$ cat src/rtl/dqls_pkg.sv
// Types and constants of the DNS question-name label splitter.
// No dependencies; imported by every module of the block.
`timescale 1ns / 1ps
`default_nettype none

package dqls_pkg;

    localparam int unsigned HEADER_BYTES = 12;

    localparam logic [2:0] K_ID   = 3'd0;
    localparam logic [2:0] K_DATA = 3'd1;
    localparam logic [2:0] K_HOST = 3'd2;
    localparam logic [2:0] K_END  = 3'd3;
    localparam logic [2:0] K_ERR  = 3'd4;

    localparam logic [7:0] DOT_CHAR = 8'h2E;

    typedef struct packed {
        logic [7:0] msg_byte;
        logic       msg_start;
    } t_in_word;

    typedef struct packed {
        logic [2:0]  kind;
        logic [15:0] value;
    } t_out_word;

    typedef struct packed {
        logic accept;
    } t_parse_ctl;

endpackage

`default_nettype wire

$ cat src/rtl/dqls_parse.sv
// Parser state and per-word decode of the label splitter.
// Depends on dqls_pkg.
`timescale 1ns / 1ps
`default_nettype none

module dqls_parse
    import dqls_pkg::*;
#(
    parameter int unsigned MAX_LABEL = 63,
    parameter int unsigned MAX_NAME  = 255
) (
    input  wire logic       i_clk,
    input  wire logic       i_rst_n,
    input  wire t_parse_ctl i_ctl,
    input  wire t_in_word   i_word,
    output logic            o_res_valid,
    output t_out_word       o_res
);

    localparam logic [1:0] PH_IDLE   = 2'd0;
    localparam logic [1:0] PH_HEADER = 2'd1;
    localparam logic [1:0] PH_NAME   = 2'd2;
    localparam logic [1:0] PH_DONE   = 2'd3;

    logic [1:0] r_phase,       n_phase;
    logic [3:0] r_header_pos,  n_header_pos;
    logic [7:0] r_id_high,     n_id_high;
    logic [5:0] r_label_left,  n_label_left;
    logic [1:0] r_label_index, n_label_index;
    logic [7:0] r_name_length, n_name_length;
    logic [3:0] hpos_inc;

    assign hpos_inc = r_header_pos + 4'd1;

    always_comb begin
        n_phase       = r_phase;
        n_header_pos  = r_header_pos;
        n_id_high     = r_id_high;
        n_label_left  = r_label_left;
        n_label_index = r_label_index;
        n_name_length = r_name_length;
        o_res_valid   = 1'b0;
        o_res         = '0;
        if (i_ctl.accept) begin
            if (i_word.msg_start) begin
                n_phase       = PH_HEADER;
                n_id_high     = i_word.msg_byte;
                n_header_pos  = 4'd1;
                n_label_left  = '0;
                n_label_index = '0;
                n_name_length = '0;
            end else begin
                case (r_phase)
                    PH_HEADER: begin
                        if (r_header_pos == 4'd1) begin
                            o_res_valid = 1'b1;
                            o_res.kind  = K_ID;
                            o_res.value = {r_id_high, i_word.msg_byte};
                        end
                        n_header_pos = hpos_inc;
                        if (hpos_inc >= 4'(HEADER_BYTES)) begin
                            n_phase       = PH_NAME;
                            n_label_left  = '0;
                            n_label_index = '0;
                            n_name_length = '0;
                        end
                    end
                    PH_NAME: begin
                        if (r_name_length >= 8'(MAX_NAME)) begin
                            n_phase     = PH_DONE;
                            o_res_valid = 1'b1;
                            o_res.kind  = K_ERR;
                        end else begin
                            n_name_length = r_name_length + 8'd1;
                            if (r_label_left != '0) begin
                                n_label_left = r_label_left - 6'd1;
                                o_res_valid  = 1'b1;
                                o_res.kind   = (r_label_index == 2'd1) ? K_DATA : K_HOST;
                                o_res.value  = {8'd0, i_word.msg_byte};
                            end else if (i_word.msg_byte == 8'd0) begin
                                n_phase     = PH_DONE;
                                o_res_valid = 1'b1;
                                o_res.kind  = K_END;
                            end else if (i_word.msg_byte > 8'(MAX_LABEL)) begin
                                n_phase     = PH_DONE;
                                o_res_valid = 1'b1;
                                o_res.kind  = K_ERR;
                            end else begin
                                n_label_left = i_word.msg_byte[5:0];
                                if (r_label_index >= 2'd2) begin
                                    // third label on: a dot separates it
                                    n_label_index = 2'd2;
                                    o_res_valid   = 1'b1;
                                    o_res.kind    = K_HOST;
                                    o_res.value   = {8'd0, DOT_CHAR};
                                end else begin
                                    n_label_index = r_label_index + 2'd1;
                                end
                            end
                        end
                    end
                    default: begin
                    end
                endcase
            end
        end
    end

    always_ff @(posedge i_clk) begin
        if (!i_rst_n) begin
            r_phase       <= PH_IDLE;
            r_header_pos  <= '0;
            r_id_high     <= '0;
            r_label_left  <= '0;
            r_label_index <= '0;
            r_name_length <= '0;
        end else begin
            r_phase       <= n_phase;
            r_header_pos  <= n_header_pos;
            r_id_high     <= n_id_high;
            r_label_left  <= n_label_left;
            r_label_index <= n_label_index;
            r_name_length <= n_name_length;
        end
    end

endmodule

`default_nettype wire

$ cat src/rtl/dns_qname_label_splitter.sv
// Top level of the DNS question-name label splitter: handshake and result register.
// Depends on dqls_pkg and dqls_parse.
//
//  channel  direction  handshake              payload
//  in       input      i_in_valid/o_in_stall   t_in_word  (msg_byte, msg_start)
//  out      output     o_out_valid/i_out_stall t_out_word (kind, value)
//
// One message byte is taken per cycle unless the input is stalled; its result,
// if any, shows on the output in the cycle after the byte is accepted.
// Throughput is one word per cycle unless stalled; dqls_parse is a single pass.
// Synchronous active-low reset clears the parser and empties the result register.
// A stalled result holds; the input stalls only while that result is held.
`timescale 1ns / 1ps
`default_nettype none

module dns_qname_label_splitter
    import dqls_pkg::*;
#(
    parameter int unsigned MAX_LABEL = 63,
    parameter int unsigned MAX_NAME  = 255
) (
    input  wire logic      i_clk,
    input  wire logic      i_rst_n,
    input  wire logic      i_in_valid,
    output logic           o_in_stall,
    input  wire t_in_word  i_in_word,
    output logic           o_out_valid,
    input  wire logic      i_out_stall,
    output t_out_word      o_out_word
);

    t_parse_ctl parse_ctl;
    logic       res_valid;
    t_out_word  res;
    logic       out_load;
    logic       r_out_valid;
    t_out_word  r_out_word;

    // Load the result register whenever it is empty or being drained.
    assign out_load         = !r_out_valid || !i_out_stall;
    assign o_in_stall       = !out_load;
    assign parse_ctl.accept = i_in_valid && out_load;

    dqls_parse #(
        .MAX_LABEL (MAX_LABEL),
        .MAX_NAME  (MAX_NAME)
    ) u_parse (
        .i_clk       (i_clk),
        .i_rst_n     (i_rst_n),
        .i_ctl       (parse_ctl),
        .i_word      (i_in_word),
        .o_res_valid (res_valid),
        .o_res       (res)
    );

    // Valid bit: reset empties it; advance on every load.
    always_ff @(posedge i_clk) begin
        if (!i_rst_n) begin
            r_out_valid <= 1'b0;
        end else if (out_load) begin
            r_out_valid <= res_valid;
        end
    end

    // Payload: hold while stalled.
    always_ff @(posedge i_clk) begin
        if (out_load) begin
            r_out_word <= res;
        end
    end

    assign o_out_valid = r_out_valid;
    assign o_out_word  = r_out_word;

endmodule

`default_nettype wire

$ cat config.mk
export PLATFORM = sky130hd
export DESIGN_NAME = dns_qname_label_splitter
export DESIGN_NICKNAME = d
export VERILOG_FILES = /design/src/rtl/dqls_pkg.sv /design/src/rtl/dqls_parse.sv /design/src/rtl/dns_qname_label_splitter.sv
export SDC_FILE = /design/constraint.sdc
export NUM_CORES = 1
export LEC_CHECK = 0
export ABC_CLOCK_PERIOD_IN_PS = 2900
export BUFFER_PORTS_ARGS = -buffer_cell sky130_fd_sc_hd__buf_2
export CAP_MARGIN = 20
export CORE_ASPECT_RATIO = 1.2
export CORE_MARGIN = 1
export CORE_UTILIZATION = 55
export DETAILED_ROUTE_END_ITERATION = 8
export PLACE_DENSITY_LB_ADDON = 0.3
export SLEW_MARGIN = 25
export SYNTH_ARGS = -nofsm -noshare
export SYNTH_HDL_FRONTEND = slang
export SYNTH_SLANG_ARGS = --single-unit
export TNS_END_PERCENT = 10
$ cat constraint.sdc
create_clock -name i_clk -period 2.9 [get_ports i_clk]
set_input_delay 0.58 -clock i_clk [delete_from_list [all_inputs] [get_ports i_clk]]
set_output_delay 0.58 -clock i_clk [all_outputs]
set_load 0.05 [all_outputs]
### After elaboration in Yosys (flattened, before gate mapping)

Index checks and enable logic that the tools add are counted.

| storage, ports and cells | value |
|---|---|
| logic and storage cells | 95 |
| output and inout bits | 21 |
| register bits | 50 |

| cells by class | value |
|---|---|
| bitwise gates (word level) | 1 |
| $add $sub $neg | 4 |
| equality and inequality tests | 13 |
| reductions and logical operators | 16 |
| muxes and demuxes | 48 |
| order comparisons | 4 |

Operator list:

| operator | count |
|---|---|
| 16-bit two-way mux | 4 |
| 19-bit one-hot mux with 2 select lines | 1 |
| 6-bit two-way mux | 6 |
| 2-bit two-way mux | 14 |
| 8-bit two-way mux | 3 |
| 19-bit two-way mux | 1 |
| 18-bit two-way mux | 1 |
| 8-bit one-hot mux with 2 select lines | 1 |
| 3-bit != test, second input constant | 4 |
| 4-bit by 3-bit != test with 1-bit output, second input constant | 3 |
| 6-bit one-hot mux with 2 select lines | 1 |
| 3-bit two-way mux | 3 |
| 8-bit by 1-bit adder with 8-bit output, second input constant | 1 |
| 8-bit greater-or-equal comparator, second input constant | 1 |
| 8-bit by 6-bit > comparator with 1-bit output, second input constant | 1 |
| 8-bit logical NOT | 1 |
| 1-bit two-way mux | 8 |
| 4-bit two-way mux | 2 |
| 2-bit one-hot mux with 2 select lines | 2 |
| 7-bit AND reduction | 1 |
| 6-bit AND reduction | 1 |
| 6-bit nonzero test | 1 |
| 6-bit by 1-bit subtractor with 6-bit output, second input constant | 1 |
| 5-bit by 2-bit != test with 1-bit output, second input constant | 1 |
| other kinds (19) | 23 |

### Logic depth before layout (Yosys ltp)

| depth | value |
|---|---|
| depth after elaboration | 9 |
| mapped depth | 9 |
| depth with buffers taken out | 7 |

### Modules after synthesis

Synthesis repeated with hierarchy kept, for this count alone.

| second synthesis, totals | value |
|---|---|
| cells, all modules | 288 |
| area, all modules | 2565.0 um^2 |

Modules (own cells, without submodules):

| module | seq. area each (um^2) | area an instance (um^2) | cells each | times used |
|---|---|---|---|---|
| dqls_parse | 600.6 | 1948.1 | 264 | 1 |
| dns_qname_label_splitter | 590.6 | 616.8 | 24 | 1 |

### Worst setup path after synthesis

OpenSTA, ideal clock, no wires.

| path | value |
|---|---|
| path type | reg-to-reg |
| from | register r_out_valid, in the netlist o_out_valid |
| to | register u_parse.r_label_left[1] |
| required time | 2.828 ns |
| arrival | 2.217 ns |
| period minus slack after synthesis | 2.289 ns |
| setup slack | 0.611 ns |
| cell stages (with the launch flop) | 7 |
| path buffers | 1 |
| cell sequence | dfxtp_1 > nand2_1 > and2_1 > o211ai_2 > buf_2 > a21o_1 > mux2i_1 |

| between the ends | value |
|---|---|
| longest elaborated chain between the ends | 4 |

RTL lines:

| element | line | source |
|---|---|---|
| start, declared | dns_qname_label_splitter.sv:36 | `logic r_out_valid;` |
| start signal, assigned | dns_qname_label_splitter.sv:61 | `r_out_valid <= res_valid;` |
| 1-bit logical NOT | dns_qname_label_splitter.sv:40 | `assign out_load = !r_out_valid \|\| !i_out_stall;` |
| 1-bit logical OR | dns_qname_label_splitter.sv:40 |  |
| 1-bit logical AND | dns_qname_label_splitter.sv:42 | `assign parse_ctl.accept = i_in_valid && out_load;` |
| 6-bit AND reduction (no line) | - |  |
| end signal, assigned | dqls_parse.sv:121 | `r_label_left <= n_label_left;` |
| end, declared | dqls_parse.sv:28 | `logic [5:0] r_label_left, n_label_left;` |

Every way passes these cells.
A chain may end at the register's enable or synchronous reset.

### Final worst setup path

| path | value |
|---|---|
| from | register u_parse.r_phase[0] |
| to | register u_parse.r_name_length[7] |

| between the ends | value |
|---|---|
| longest elaborated chain between the ends | 3 |

RTL lines:

| element | line | source |
|---|---|---|
| start, declared | dqls_parse.sv:25 | `logic [1:0] r_phase, n_phase;` |
| start signal, assigned | dqls_parse.sv:118 | `r_phase <= n_phase;` |
| 2-bit equality test / 2-bit by 1-bit equality test with 1-bit output (equally long branches) | dqls_parse.sv:53 | `case (r_phase)` |
| 3-bit != test (no line) (tied with other cells) | - |  |
| 4-bit AND reduction (no line) / 8-bit two-way mux (equally long branches) | - |  |
| end signal, assigned | dqls_parse.sv:123 | `r_name_length <= n_name_length;` |
| end, declared | dqls_parse.sv:30 | `logic [7:0] r_name_length, n_name_length;` |

Parallel ways exist; a longest one is shown, timed or not.

==> tab_implementation.tex <==
\begin{tabular}{lr}
\hline
Metric & Value \\
\hline
\multicolumn{2}{l}{\textbf{Run status}} \\
\quad Status & completed \\
\multicolumn{2}{l}{\textbf{Clocking}} \\
\quad TritonCTS sink count & 50 \\
\quad Number of post-CTS setup repair buffers & 0 \\
\quad TritonCTS buffer count & 5 \\
\quad Post-cts repair resize count & 0 \\
\quad Clock tree from TritonCTS & done \\
\quad Cts hold-fix bufs & 0 \\
\quad Maximum level of the CTS H-tree & 2 \\
\quad Root Buffer Master & sky130\_fd\_sc\_hd\_\_clkbuf\_8 \\
\quad Clock latency at the later pin of the worst-skew pair & 0.30 ns \\
\quad Clock-pin slew on the worst setup and hold paths & about 0.09 ns \\
\quad CTS Buffer Depth & 2 \\
\multicolumn{2}{l}{\textbf{Global routing}} \\
\quad Maximum number of pins on one net before global-route repair & 31 \\
\quad Number of global-route vias before repair & 1970 \\
\quad Number of antenna violations at the first check in global routing & 0 \\
\quad Wire length of the first global-routing pass & $\sim$9000 um \\
\quad Total global routing overflow & 0 \\
\quad Total routing resource utilization after global routing & 23.3\% \\
\multicolumn{2}{l}{\textbf{Pwr}} \\
\quad Total power draw & approximately 1.5 mW \\
\quad Worst supply voltage drop on vdd & 0.299 mV \\
\quad Leakage Power & $\sim$1.1 nW \\
\quad Cell Pwr Density & 510 mW/mm\^{}2 \\
\multicolumn{2}{l}{\textbf{Synthesis}} \\
\quad EDFF count, synth & 19 \\
\quad Top flip-flop cell by instance count after synthesis & sky130\_fd\_sc\_hd\_\_dfxtp\_1 \\
\quad Mapped cell area & 0.00256 sq mm \\
\quad Flip-flop and latch count after synthesis & 50 \\
\quad Portion of the post-synthesis area used by sequential elements & between 40\% and 50\% \\
\quad Count of different cell masters after synthesis & a little over 50 \\
\quad Most area-consuming cells after synthesis & sky130\_fd\_sc\_hd\_\_dfxtp\_1 (24\%), sky130\_fd\_sc\_hd\_\_edfxtp\_1 (22\%), sky130\_fd\_sc\_hd\_\_a21boi\_0 (3.8\%) \\
\quad Post-synth top area share & 24.3\% \\
\quad Share of flip-flops with an asynchronous set or reset after synthesis & 0\% \\
\quad Mapped Cells & 274 \\
\quad Warnings from Yosys & 0 \\
\quad Avg Inst Size Synth & 9.34 sq um \\
\quad Synth area leader & sky130\_fd\_sc\_hd\_\_dfxtp\_1 \\
\quad Net count after synthesis & 293 \\
\multicolumn{2}{l}{\textbf{Timing}} \\
\quad Highest Clock Rate & 0.426 GHz \\
\quad Setup\_tns & 0 ns \\
\quad Final worst-path cycle share & 81.0\% \\
\quad Worst clock skew on the final layout & about 0.01 ns \\
\quad Unrepaired setup endpoints after global routing & false \\
\quad Max-slew violations & 0 \\
\quad Relative slew margins & 35.2\% \\
\quad Worst Tran Pin Value & 0.970 ns \\
\quad Final setup vio count & 0 \\
\quad Fin crit period & 2.35 ns \\
\quad Hold Violations, Final & 0 \\
\multicolumn{2}{l}{\textbf{Floorplanning}} \\
\quad Total die area & 0.00493 sq mm \\
\quad Number of I/O pins & 34 \\
\quad DIE HEIGHT & 76.7 um \\
\quad Starting density of the core & 58.7\% \\
\quad \# rows & 26 \\
\quad Horizontal extent of the die & 64.3 um \\
\quad Area of the core region & 0.00436 sq mm \\
\multicolumn{2}{l}{\textbf{Cells and area}} \\
\quad Net total in the final layout & approximately 320 \\
\quad Antenna diodes & 0 \\
\quad Count of filler cells inserted in the layout & between 300 and 400 \\
\quad Most frequent cells in the layout & sky130\_fd\_sc\_hd\_\_buf\_2 (33), sky130\_fd\_sc\_hd\_\_dfxtp\_1 (31), sky130\_fd\_sc\_hd\_\_nand2\_1 (22) \\
\quad Signed area change from the synthesized netlist to the final layout & 13.7\% \\
\quad Leading cell type in the layout, fill and taps excluded & sky130\_fd\_sc\_hd\_\_buf\_2 \\
\quad Proportion of layout cells with a drive suffix above 1 & 18.3\% \\
\multicolumn{2}{l}{\textbf{Routing}} \\
\quad Drt total wl & 5570 um \\
\quad \# DRC & 0 \\
\quad Drt via density & a little over 6 \\
\quad Total number of vias & $\sim$2200 \\
\quad Routed wire per std cell & approximately 15 um \\
\quad Number of violations reported at the end of detailed-routing iteration 0 & 175 \\
\quad Post-DRT Antenna Nets & 0 \\
\quad First-pass DRT Iterations & 4 \\
\multicolumn{2}{l}{\textbf{Worst setup path}} \\
\quad Worst setup SP type & flip-flop \\
\quad Worst setup EP type & flip-flop \\
\quad Worst-path maximum fanout & 28 \\
\quad Worst EP arrival & 2.57 ns \\
\quad Critical setup path kind & flip-flop to flip-flop \\
\quad Endpoint required time on the critical path & 3.12 ns \\
\multicolumn{2}{l}{\textbf{Placed design}} \\
\quad Final weighted congestion in routability-driven placement & 0.869 \\
\quad Final HPWL from detailed placement & 3900 um \\
\quad Port-buffer cells & 33 \\
\multicolumn{2}{l}{\textbf{Job}} \\
\quad Number of maximum-capacitance violations & 0 \\
\multicolumn{2}{l}{\textbf{Min path}} \\
\quad Worst min-delay path class & flip-flop to flip-flop \\
\hline
\end{tabular}
synth_stat cells, types with 2 or more instances:
library cell and count:
sky130_fd_sc_hd__o21ai_0 9, sky130_fd_sc_hd__nor2b_1 3, sky130_fd_sc_hd__a21oi_1 15, sky130_fd_sc_hd__dfxtp_1 31
sky130_fd_sc_hd__o2111ai_1 3, sky130_fd_sc_hd__nand4_1 3, sky130_fd_sc_hd__and3_1 3, sky130_fd_sc_hd__nor2_1 13
sky130_fd_sc_hd__inv_1 12, sky130_fd_sc_hd__o211ai_1 2, sky130_fd_sc_hd__edfxtp_1 19, sky130_fd_sc_hd__o22ai_1 4
sky130_fd_sc_hd__nand2b_1 5, sky130_fd_sc_hd__o21a_1 4, sky130_fd_sc_hd__o21ai_1 3, sky130_fd_sc_hd__ha_1 6
sky130_fd_sc_hd__nand2_1 22, sky130_fd_sc_hd__clkbuf_1 6, sky130_fd_sc_hd__nor3_1 4, sky130_fd_sc_hd__and2_1 15
sky130_fd_sc_hd__a21boi_0 13, sky130_fd_sc_hd__o41ai_1 2, sky130_fd_sc_hd__o211ai_2 2, sky130_fd_sc_hd__a211oi_1 2
sky130_fd_sc_hd__nand3_1 17, sky130_fd_sc_hd__a31oi_1 4, sky130_fd_sc_hd__buf_2 8, sky130_fd_sc_hd__o31ai_1 8
sky130_fd_sc_hd__nand3b_1 2, sky130_fd_sc_hd__or4_1 9, sky130_fd_sc_hd__nor4_1 3, sky130_fd_sc_hd__a211o_1 2
sky130_fd_sc_hd__a31o_2 2
stage by stage:
stage	cells	hold slack [ns]	util (%)	instance area (sq um)	worst slack, ns
final	362	0.459	66.8	2910	0.550
after global placement	354	0.447	63.6	2770	0.587
after CTS	362	0.464	66.8	2910	0.529
after detailed placement	354	0.452	63.6	2770	0.517
after global routing	362	0.483	66.8	2910	0.353
after floorplan	274	0.439	-	2560	0.611
report_power, final:
part	internal (mW)	switching [mW]	total (mW)
registers	0.736	0.0108	0.747
logic	0.0537	0.105	0.158
clock network	0.345	0.234	0.579
total	1.14	0.349	1.48
state kept, by name (all words and copies together), names as in the netlist:
signal / flops
u_parse.r_phase: 2
u_parse.r_header_pos: 4
o_out_word: 19
o_out_valid: 1
u_parse.r_name_length: 8
u_parse.r_id_high: 8
u_parse.r_label_left: 6
u_parse.r_label_index: 2
path summary, 6_finish.rpt:
check | start | endpoint | slack, ns | cells after the start
hold / removal | u_parse.r_id_high[1]$_SDFFE_PN0P_ | u_parse.r_id_high[1]$_SDFFE_PN0P_ | 0.46 | 2
setup / recovery | u_parse.r_phase[0]$_SDFFE_PN0P_ | u_parse.r_name_length[7]$_SDFFE_PN0P_ | 0.55 | 7
setup reg to reg | u_parse.r_phase[0]$_SDFFE_PN0P_ | u_parse.r_name_length[7]$_SDFFE_PN0P_ | 0.55 | 7
hold reg to reg | u_parse.r_id_high[1]$_SDFFE_PN0P_ | u_parse.r_id_high[1]$_SDFFE_PN0P_ | 0.46 | 2
worst max-delay path, cell delays in order, from the launching register on:
cell and delay (ns):
sky130_fd_sc_hd__dfxtp_1 0.36, sky130_fd_sc_hd__inv_1 0.06, sky130_fd_sc_hd__ha_1 0.30, sky130_fd_sc_hd__nor2_1 0.13
sky130_fd_sc_hd__a31oi_1 0.05, sky130_fd_sc_hd__o211ai_2 0.78, sky130_fd_sc_hd__o21ai_1 0.35, sky130_fd_sc_hd__a21oi_1 0.23
metal layers:
layer / routed length, um / GRT usage, %
met1: 2270 / 28.3
met2: 2880 / 39.5
met3: 285 / 4.17
met4: 124 / 10.7
met5: 0 / 0
cells by family (layout without fill, tap and decap cells):
logic type                 after synthesis  after routing  synth area share, %
AOI/OAI and AO/OA                       84             84                 23.2
adders and majority gates                6              6                 2.93
buffers and inverters                   27             59                 4.35
DFF                                     50             50                 46.6
muxes                                    1              1                0.391
and+or+nand+nor                        106            106                 22.5
final cells by class:
class                      count  area (sq um)  area share (%)
sequential                    50          1190            40.9
timing repair buffer          39           210            7.22
clock buffer                   5          68.8            2.36
clock inverter                 3          68.8            2.36
inverter                      12          45.0            1.55
multi-input combinational    197          1260            43.2
tap                           56          70.1            2.41
Power figures use the tool's default switching activity.
